==> src/design/assert_macros.svh <==
// Assertion macros shared by the packet sender modules.
`ifndef ASSERT_MACROS_SVH
`define ASSERT_MACROS_SVH

// Property must hold on every clock edge outside reset.
`define CHK_ALWAYS(lbl, expr) \
	lbl: assert property (@(posedge clk) disable iff (!arst_n) (expr)) \
		else $error("assertion failed");

// Implication checked on every clock edge outside reset.
`define CHK_IMPLY(lbl, ante, cons) \
	lbl: assert property (@(posedge clk) disable iff (!arst_n) (ante) |-> (cons)) \
		else $error("assertion failed");

`endif

==> src/design/ps2cps_pkg.sv <==
// Types and constants for the PS/2 command packet sender.
package ps2cps_pkg;

	localparam int MAX_PACKET_BYTES = 16;
	localparam int IDX_W            = $clog2(MAX_PACKET_BYTES);
	localparam int POS_W            = $clog2(MAX_PACKET_BYTES + 1);
	localparam int FIFO_DEPTH       = 4;
	localparam int FIFO_PTR_W       = $clog2(FIFO_DEPTH);
	localparam int FIFO_CNT_W       = $clog2(FIFO_DEPTH + 1);

	localparam logic [7:0] RESEND_CODE_RST  = 8'd254;
	localparam logic [7:0] NACK_CODE_RST    = 8'd252;
	localparam logic [7:0] MOUSE_PREFIX_RST = 8'd212;
	localparam logic [7:0] RESEND_LIMIT_RST = 8'd3;

	typedef enum logic [1:0] {
		OP_LOAD  = 2'd0,
		OP_START = 2'd1,
		OP_REPLY = 2'd2
	} op_t;

	typedef enum logic [1:0] {
		CFG_RESEND_LIMIT = 2'd0,
		CFG_RESEND_CODE  = 2'd1,
		CFG_NACK_CODE    = 2'd2,
		CFG_MOUSE_PREFIX = 2'd3
	} cfg_idx_t;

	typedef enum logic [1:0] {
		KIND_CMD  = 2'd0,
		KIND_DATA = 2'd1,
		KIND_DONE = 2'd2
	} kind_t;

	typedef enum logic [2:0] {
		ST_PROGRESS = 3'd0,
		ST_SUCCESS  = 3'd1,
		ST_TIMEOUT  = 3'd2,
		ST_DEVERR   = 3'd3,
		ST_BUSY     = 3'd4,
		ST_IDLE     = 3'd5
	} status_t;

	// One queued job: either a completion report or an optional prefix plus a data byte.
	typedef struct packed {
		logic       done;
		status_t    status;
		logic       prefix_en;
		logic [7:0] prefix;
		logic [7:0] data;
	} job_t;

endpackage

==> src/design/ps2cps_front.sv <==
// Front end: accepts items, holds packet state and store, classifies each item into a job.
module ps2cps_front
	import ps2cps_pkg::*;
(
	input  logic             clk,
	input  logic             arst_n,
	input  logic             accept,
	input  logic [1:0]       operation,
	input  logic [IDX_W-1:0] byte_index,
	input  logic [7:0]       packet_byte,
	input  logic [4:0]       packet_length,
	input  logic             to_mouse,
	input  logic [7:0]       device_reply,
	input  logic             link_ready,
	input  logic             cfg_we,
	input  logic [1:0]       cfg_index,
	input  logic [7:0]       cfg_data,
	output logic             push,
	output job_t             job
);

	logic             sending_q;
	logic [POS_W-1:0] next_pos_q;
	logic [POS_W-1:0] active_len_q;
	logic [8:0]       resend_cnt_q;
	logic             mouse_tgt_q;
	logic [7:0]       resend_limit_q;
	logic [7:0]       resend_code_q;
	logic [7:0]       nack_code_q;
	logic [7:0]       mouse_prefix_q;
	logic [7:0]       store_q [MAX_PACKET_BYTES];

	logic             sending_d;
	logic [POS_W-1:0] next_pos_d;
	logic [POS_W-1:0] active_len_d;
	logic [8:0]       resend_cnt_d;
	logic             mouse_tgt_d;
	logic [POS_W-1:0] plen_clamp;
	logic [POS_W-1:0] pos_sel;
	logic [8:0]       resend_inc;
	logic             do_send;

	always_comb begin
		if (packet_length == 5'd0) begin
			plen_clamp = POS_W'(1);
		end else if (packet_length > 5'(MAX_PACKET_BYTES)) begin
			plen_clamp = POS_W'(MAX_PACKET_BYTES);
		end else begin
			plen_clamp = POS_W'(packet_length);
		end
	end

	assign resend_inc = (resend_cnt_q == 9'd511) ? resend_cnt_q : resend_cnt_q + 9'd1;

	always_comb begin
		sending_d     = sending_q;
		next_pos_d    = next_pos_q;
		active_len_d  = active_len_q;
		resend_cnt_d  = resend_cnt_q;
		mouse_tgt_d   = mouse_tgt_q;
		push          = 1'b0;
		do_send       = 1'b0;
		pos_sel       = next_pos_q;
		job.done      = 1'b1;
		job.status    = ST_PROGRESS;
		job.prefix_en = 1'b0;
		job.prefix    = mouse_prefix_q;
		job.data      = 8'd0;
		unique case (operation)
			OP_START: begin
				push = 1'b1;
				if (sending_q) begin
					job.status = ST_BUSY;
				end else begin
					mouse_tgt_d  = to_mouse;
					active_len_d = plen_clamp;
					pos_sel      = '0;
					do_send      = 1'b1;
				end
			end
			OP_REPLY: begin
				push = 1'b1;
				if (!sending_q) begin
					job.status = ST_IDLE;
				end else if (device_reply == resend_code_q) begin
					if (resend_inc > {1'b0, resend_limit_q}) begin
						sending_d    = 1'b0;
						resend_cnt_d = '0;
						job.status   = ST_TIMEOUT;
					end else begin
						resend_cnt_d = resend_inc;
						pos_sel      = (next_pos_q != '0) ? next_pos_q - POS_W'(1) : next_pos_q;
						do_send      = 1'b1;
					end
				end else if (device_reply == nack_code_q) begin
					sending_d    = 1'b0;
					resend_cnt_d = '0;
					job.status   = ST_DEVERR;
				end else begin
					resend_cnt_d = '0;
					do_send      = 1'b1;
				end
			end
			default: begin
				push = 1'b0;
			end
		endcase

		// Send, finish or time out from the chosen position.
		if (do_send) begin
			next_pos_d = pos_sel;
			if (operation == OP_REPLY && pos_sel >= active_len_q) begin
				sending_d  = 1'b0;
				job.status = ST_SUCCESS;
			end else if (!link_ready) begin
				sending_d  = 1'b0;
				job.status = ST_TIMEOUT;
			end else begin
				sending_d     = 1'b1;
				next_pos_d    = pos_sel + POS_W'(1);
				job.done      = 1'b0;
				job.prefix_en = (operation == OP_START) ? to_mouse : mouse_tgt_q;
				job.data      = store_q[pos_sel[IDX_W-1:0]];
			end
		end
	end

	always_ff @(posedge clk or negedge arst_n) begin
		if (!arst_n) begin
			sending_q    <= 1'b0;
			next_pos_q   <= '0;
			active_len_q <= '0;
			resend_cnt_q <= '0;
			mouse_tgt_q  <= 1'b0;
		end else if (accept) begin
			sending_q    <= sending_d;
			next_pos_q   <= next_pos_d;
			active_len_q <= active_len_d;
			resend_cnt_q <= resend_cnt_d;
			mouse_tgt_q  <= mouse_tgt_d;
		end
	end

	always_ff @(posedge clk or negedge arst_n) begin
		if (!arst_n) begin
			resend_limit_q <= RESEND_LIMIT_RST;
			resend_code_q  <= RESEND_CODE_RST;
			nack_code_q    <= NACK_CODE_RST;
			mouse_prefix_q <= MOUSE_PREFIX_RST;
		end else if (cfg_we) begin
			unique case (cfg_index)
				CFG_RESEND_LIMIT: resend_limit_q <= cfg_data;
				CFG_RESEND_CODE:  resend_code_q  <= cfg_data;
				CFG_NACK_CODE:    nack_code_q    <= cfg_data;
				CFG_MOUSE_PREFIX: mouse_prefix_q <= cfg_data;
				default:          resend_limit_q <= resend_limit_q;
			endcase
		end
	end

	always_ff @(posedge clk) begin
		if (accept && operation == OP_LOAD) begin
			store_q[byte_index] <= packet_byte;
		end
	end

	`include "assert_macros.svh"

	`CHK_IMPLY(a_active_len_range, sending_q, active_len_q != '0 && active_len_q <= POS_W'(MAX_PACKET_BYTES))

endmodule

==> src/design/ps2cps_fifo.sv <==
// Short job queue between the front end and the result sequencer.
module ps2cps_fifo
	import ps2cps_pkg::*;
(
	input  logic clk,
	input  logic arst_n,
	input  logic push,
	input  job_t wr_job,
	output logic full,
	input  logic pop,
	output logic empty,
	output job_t rd_job
);

	job_t                  mem_q [FIFO_DEPTH];
	logic [FIFO_PTR_W-1:0] wr_ptr_q;
	logic [FIFO_PTR_W-1:0] rd_ptr_q;
	logic [FIFO_CNT_W-1:0] count_q;

	assign full   = (count_q == FIFO_CNT_W'(FIFO_DEPTH));
	assign empty  = (count_q == '0);
	assign rd_job = mem_q[rd_ptr_q];

	always_ff @(posedge clk or negedge arst_n) begin
		if (!arst_n) begin
			wr_ptr_q <= '0;
			rd_ptr_q <= '0;
			count_q  <= '0;
		end else begin
			if (push) begin
				wr_ptr_q <= wr_ptr_q + FIFO_PTR_W'(1);
			end
			if (pop) begin
				rd_ptr_q <= rd_ptr_q + FIFO_PTR_W'(1);
			end
			if (push && !pop) begin
				count_q <= count_q + FIFO_CNT_W'(1);
			end else if (pop && !push) begin
				count_q <= count_q - FIFO_CNT_W'(1);
			end
		end
	end

	always_ff @(posedge clk) begin
		if (push) begin
			mem_q[wr_ptr_q] <= wr_job;
		end
	end

	`include "assert_macros.svh"

	`CHK_IMPLY(a_no_push_full, full, !push)
	`CHK_IMPLY(a_no_pop_empty, empty, !pop)

endmodule

==> src/design/ps2cps_back.sv <==
// Back end: turns queued jobs into result transactions through an output register.
module ps2cps_back
	import ps2cps_pkg::*;
(
	input  logic       clk,
	input  logic       arst_n,
	input  logic       empty,
	input  job_t       rd_job,
	output logic       pop,
	output logic       out_valid,
	input  logic       out_stall,
	output kind_t      result_kind,
	output logic [7:0] out_byte,
	output status_t    status,
	output logic       last
);

	logic       valid_q;
	logic       pend_q;
	logic [7:0] pend_byte_q;
	kind_t      kind_q;
	logic [7:0] byte_q;
	status_t    status_q;
	logic       last_q;
	logic       out_free;

	assign out_free    = !valid_q || !out_stall;
	assign pop         = out_free && !pend_q && !empty;
	assign out_valid   = valid_q;
	assign result_kind = kind_q;
	assign out_byte    = byte_q;
	assign status      = status_q;
	assign last        = last_q;

	always_ff @(posedge clk or negedge arst_n) begin
		if (!arst_n) begin
			valid_q <= 1'b0;
			pend_q  <= 1'b0;
		end else if (out_free) begin
			if (pend_q) begin
				valid_q <= 1'b1;
				pend_q  <= 1'b0;
			end else begin
				valid_q <= !empty;
				pend_q  <= !empty && !rd_job.done && rd_job.prefix_en;
			end
		end
	end

	always_ff @(posedge clk) begin
		if (out_free) begin
			if (pend_q) begin
				kind_q   <= KIND_DATA;
				byte_q   <= pend_byte_q;
				status_q <= ST_PROGRESS;
				last_q   <= 1'b1;
			end else if (rd_job.done) begin
				kind_q   <= KIND_DONE;
				byte_q   <= 8'd0;
				status_q <= rd_job.status;
				last_q   <= 1'b1;
			end else if (rd_job.prefix_en) begin
				// Hold the data byte until the prefix transaction is taken.
				kind_q      <= KIND_CMD;
				byte_q      <= rd_job.prefix;
				status_q    <= ST_PROGRESS;
				last_q      <= 1'b0;
				pend_byte_q <= rd_job.data;
			end else begin
				kind_q   <= KIND_DATA;
				byte_q   <= rd_job.data;
				status_q <= ST_PROGRESS;
				last_q   <= 1'b1;
			end
		end
	end

	`include "assert_macros.svh"

	`CHK_IMPLY(a_pend_has_out, pend_q, valid_q && kind_q == KIND_CMD && !last_q)
	`CHK_IMPLY(a_not_last_is_prefix, valid_q && !last_q, kind_q == KIND_CMD && pend_q)

endmodule

==> src/design/ps2_command_packet_sender_unit.sv <==
// The first result of an item is written into the job queue and then registered in the output register.
// Throughput: one item per cycle when each gives at most one result and neither in_stall nor out_stall holds;
// a mouse send gives two results, and the output register moves one result per cycle.
// A four-deep job queue sets how far the front end runs ahead of a stalled output.
// Reset: asynchronous; packet state idle, registers to their defaults, store undefined.
module ps2_command_packet_sender_unit
	import ps2cps_pkg::*;
(
	input  logic             clk,
	input  logic             arst_n,
	input  logic             in_valid,
	output logic             in_stall,
	input  logic [1:0]       operation,
	input  logic [IDX_W-1:0] byte_index,
	input  logic [7:0]       packet_byte,
	input  logic [4:0]       packet_length,
	input  logic             to_mouse,
	input  logic [7:0]       device_reply,
	input  logic             link_ready,
	input  logic             cfg_we,
	input  logic [1:0]       cfg_index,
	input  logic [7:0]       cfg_data,
	output logic             out_valid,
	input  logic             out_stall,
	output logic [1:0]       result_kind,
	output logic [7:0]       out_byte,
	output logic [2:0]       status,
	output logic             last
);

	logic    accept;
	logic    push;
	logic    q_full;
	logic    q_empty;
	logic    pop;
	job_t    wr_job;
	job_t    rd_job;
	kind_t   kind_w;
	status_t status_w;

	assign in_stall    = q_full;
	assign accept      = in_valid && !q_full;
	assign result_kind = kind_w;
	assign status      = status_w;

	ps2cps_front u_front (
		.clk           (clk),
		.arst_n        (arst_n),
		.accept        (accept),
		.operation     (operation),
		.byte_index    (byte_index),
		.packet_byte   (packet_byte),
		.packet_length (packet_length),
		.to_mouse      (to_mouse),
		.device_reply  (device_reply),
		.link_ready    (link_ready),
		.cfg_we        (cfg_we),
		.cfg_index     (cfg_index),
		.cfg_data      (cfg_data),
		.push          (push),
		.job           (wr_job)
	);

	ps2cps_fifo u_fifo (
		.clk    (clk),
		.arst_n (arst_n),
		.push   (push && accept),
		.wr_job (wr_job),
		.full   (q_full),
		.pop    (pop),
		.empty  (q_empty),
		.rd_job (rd_job)
	);

	ps2cps_back u_back (
		.clk         (clk),
		.arst_n      (arst_n),
		.empty       (q_empty),
		.rd_job      (rd_job),
		.pop         (pop),
		.out_valid   (out_valid),
		.out_stall   (out_stall),
		.result_kind (kind_w),
		.out_byte    (out_byte),
		.status      (status_w),
		.last        (last)
	);

endmodule
==> config.mk <==
export PLATFORM = sky130hd
export DESIGN_NAME = ps2_command_packet_sender_unit
export DESIGN_NICKNAME = d
export VERILOG_FILES = /design/src/design/ps2cps_pkg.sv /design/src/design/ps2cps_front.sv /design/src/design/ps2cps_fifo.sv /design/src/design/ps2cps_back.sv /design/src/design/ps2_command_packet_sender_unit.sv
export VERILOG_INCLUDE_DIRS = /design/src /design/src/design
export SDC_FILE = /design/constraint.sdc
export NUM_CORES = 1
export LEC_CHECK = 0
export CORE_UTILIZATION = 40
export CTS_CLUSTER_SIZE = 25
export DETAILED_ROUTE_END_ITERATION = 12
export DONT_BUFFER_PORTS = 1
export PLACE_DENSITY = 0.59
export SYNTH_ARGS = -nofsm -noshare
export SYNTH_HDL_FRONTEND = slang
export SYNTH_SLANG_ARGS = --single-unit
export TNS_END_PERCENT = 30
==> constraint.sdc <==
create_clock -name clk -period 17.1 [get_ports clk]
set_clock_uncertainty 0.05 [all_clocks]
set_input_delay 0 -clock clk [delete_from_list [all_inputs] [get_ports clk]]
set_output_delay 0 -clock clk [all_outputs]
set_load 0.05 [all_outputs]
==> out/qor.csv <==
stage,metric,value,unit
outcome,status,"finished, final reports clean",
detailed_routing,Final ANT Viol Nets,0,
clock_network,CTS max path bufs,3,
global_route,global route overflow,0,
yosys,YS warnings,0,
placement,PortBufs,0,
floorplan,Die W,181,µm
sta,worst hold margin,0.0266,ns
final_layout,ANT cells,0,
detailed_routing,Vias/cell,5.36,
final_layout,fin cells,1379,
placement,DPL Wire Length,18000,µm
final_layout,Finished Cell Area,14800,µm²
clock_network,clock tree sinks,296,
floorplan,Die Y,181,µm
yosys,"Async S/R FF share, synth",0.209,
final_layout,nets@finish,1022,
clock_network,Post-CTS Setup Bufs,0,
yosys,Syn Nets,950,
clock_network,cts bufs inserted,31,
yosys,synth unique cells,64,
power_and_ir_drop,maximum vdd ir drop,0.0907,mV
detailed_routing,DR DRC count,0,
sta,RSZ-0062 raised after global routing,false,
final_layout,area grow syn2layout,15.5,%
yosys,"EDFF count, synth",234,
sta,fmax,135,MHz
clock_network,post_cts resized,0,
power_and_ir_drop,Power Density,141,nW/µm²
floorplan,row count,65,
yosys,Syn Std Cell Area,12800,µm²
floorplan,Core Region,31600,µm²
setup_path,CP startpoint kind,flop,
sta,Hold Fails Final Rpt,0,
power_and_ir_drop,Power Total,2.08,mW
detailed_routing,post-DR wirelength/cell,20.2,µm
setup_path,WS Path Type,flop to flop,
hold_path,Hold Path Class,input pin to flop,
clock_network,"Clk Latency, worst-skew pair",0.57,ns
clock_network,Clock transition at path regs,0.06,ns
sta,Slew Limit Fails,0,
clock_network,Clock H-tree levels,1,
sta,Tmin final,7.41,ns
yosys,synthesized area per cell,14.5,µm²
setup_path,CP arrival,7.63,ns
global_route,first-pass GRT wire length,43800,µm
clock_network,CTS tree,done,
detailed_routing,DRT Pass-1 Iters,5,
final_layout,layout cells sized above 1,0.156,
global_route,antenna violations before repair,0,
sta,setup TNS,0,ns
global_route,number of global-route vias before repair,7317,
detailed_routing,via count,7385,
setup_path,crit path max fanout,46,
yosys,Yosys reg bits,296,
floorplan,die area,32800,µm²
global_route,largest net degree at the start of global routing,47,
yosys,main flop type after synthesis,edfxtp_1,
sta,final worst-path cycle share,0.433,
placement,dpl cells,1267,
setup_path,Critical Path End Type,flop,
detailed_routing,drt total wl,27800,µm
placement,routability cong.,0.805,
global_route,Total GRT Usage,0.174,
setup_path,Worst EP required,17.32,ns
clock_network,Root Buffer,clkbuf_16,
job,# Max-Cap Violations,0,
sta,Setup-failing EPs final,0,
floorplan,initial core utilization,0.406,
placement,Post-Place Cell Area,13300,µm²
floorplan,Ports,60,
yosys,Synth Instances,881,
yosys,post-synthesis sequential area ratio,0.671,
sta,worst-margin pin slew,1.20,ns
sta,Slew headroom,0.195,
clock_network,# hold bufs at CTS,55,
power_and_ir_drop,P_leak,5.18,nW
detailed_routing,initial DRC count,524,
[report_power, final]
part / total [mW] / internal (mW) / switching, mW
logic: 0.459 / 0.192 / 0.267
registers: 0.993 / 0.887 / 0.106
clock network: 0.629 / 0.361 / 0.268
[stage by stage]
step	utilization	setup slack, ns
2_1_floorplan	-	11.52
3_3_place_gp	0.420	9.96
3_5_place_dp	0.420	9.67
4_1_cts	0.469	9.63
5_1_grt	0.469	9.03
6_report	0.469	9.69
[critical path, stage by stage, from the launching register on]
cell and delay (ns):
dfrtp_1 0.42, ha_1 0.28, and4_4 0.22, and4_4 0.20
nand2_1 0.22, and4_1 0.25, nand3_1 0.10, xnor2_1 0.17
ha_1 0.22, a211oi_1 0.21, o21ai_1 0.14, o31ai_2 0.40
a41oi_1 0.23, a211oi_2 0.26, buf_4 0.31, clkinv_2 0.76
ha_1 0.59, a21oi_1 0.12, nor2b_1 0.05, o21ai_0 0.14
a21o_1 0.21, nand2_1 0.18, nor2_1 0.60, o211ai_1 0.22
nor4_1 0.54
[cells in the mapped netlist, types with 3 or more instances]
library cell	n	share of area
edfxtp_1	234	0.55
nand2_1	104	0.030
mux2i_1	51	0.040
dfrtp_1	43	0.084
nor2_1	43	0.013
o21ai_0	37	0.014
mux2_2	31	0.027
inv_1	26	0.0076
ha_1	24	0.023
nand3_1	22	0.0086
mux4_2	21	0.037
dfstp_2	19	0.039
a21oi_1	18	0.0070
xnor2_1	18	0.012
o211ai_1	14	0.0082
nand2b_1	13	0.0063
clkbuf_1	12	0.0035
nand4_1	11	0.0054
xor2_1	11	0.0075
nor3_1	10	0.0039
and3_1	9	0.0044
nor2b_1	9	0.0044
nor4_1	8	0.0039
a22o_1	7	0.0048
buf_2	7	0.0027
a211oi_1	4	0.0023
a41oi_1	4	0.0027
and2_1	4	0.0020
nor4_2	4	0.0039
or2_2	4	0.0020
or3_1	4	0.0020
a21o_1	3	0.0018
a32oi_1	3	0.0021
buf_1	3	0.00088
buf_4	3	0.0018
buf_6	3	0.0026
nand3b_1	3	0.0018
o31ai_1	3	0.0018
[routing by layer]
layer | GRT usage | part of all wire | up-vias
li1 | - | - | 3466
met1 | 0.262 | 0.48 | 3701
met2 | 0.264 | 0.45 | 177
met3 | 0.0256 | 0.046 | 41
met4 | 0.0434 | 0.018 | 0
met5 | 0 | 0 | -
[state kept, by name (all words and copies together), names as in the netlist, 5 cells and up]
| signal | cells |
|---|---|
| u_back.out_byte | 8 |
| u_back.pend_byte_q | 8 |
| u_fifo.mem_q | 84 |
| u_front.active_len_q | 5 |
| u_front.mouse_prefix_q | 8 |
| u_front.nack_code_q | 8 |
| u_front.next_pos_q | 5 |
| u_front.resend_cnt_q | 9 |
| u_front.resend_code_q | 8 |
| u_front.resend_limit_q | 8 |
| u_front.store_q | 128 |
[logic make-up (layout without fill, tap and decap cells)]
family / count (synthesis) / in the layout / synth area share
buffers and inverters: 57 / 153 / 0.0201
flip-flops: 296 / 296 / 0.671
AND/OR/NAND/NOR: 259 / 259 / 0.101
multiplexers: 103 / 103 / 0.104
XOR/XNOR: 29 / 29 / 0.0198
adder cells (fa/ha/maj): 25 / 25 / 0.0250
AO/OA/AOI/OAI: 112 / 112 / 0.0583
[final cells by class]
cell class | count | area, µm²
inverter | 29 | 110
multi-input combinational | 528 | 3950
clock inverter | 13 | 95.1
clock buffer | 44 | 855
tap | 402 | 503
fill | 2750 | 16800
timing repair buffer | 67 | 676
sequential | 296 | 8600
[path summary, 6_finish.rpt]
path                                    startpoint                   endpoint  slack (ns)  cells past startpoint
setup / recovery           u_front.resend_cnt_q[0]         u_fifo.mem_q[3][0]        9.69                     24
hold / removal                     device_reply[5]    u_front.resend_cnt_q[1]        0.03                      5
setup reg to reg           u_front.resend_cnt_q[0]         u_fifo.mem_q[3][0]        9.69                     24
hold reg to reg            u_front.active_len_q[3]    u_front.active_len_q[3]        0.43                      2
max in group asynchronous                   arst_n         u_fifo.rd_ptr_q[0]       16.65                      3
min in group asynchronous                   arst_n  u_front.resend_limit_q[0]        0.09                      2
[cell usage in the layout (no fill, tap or decap), drive strengths merged, types with 21 or more instances in the layout]
cell type      n
dlygate4sd3   53
mux2i         51
clkbuf        44
nand2        104
ha            24
inv           29
mux4          21
nand3         22
o21ai         39
dfrtp         43
edfxtp       234
mux2          31
nor2          43
Note: power is estimated with default switching activity, not from simulation.
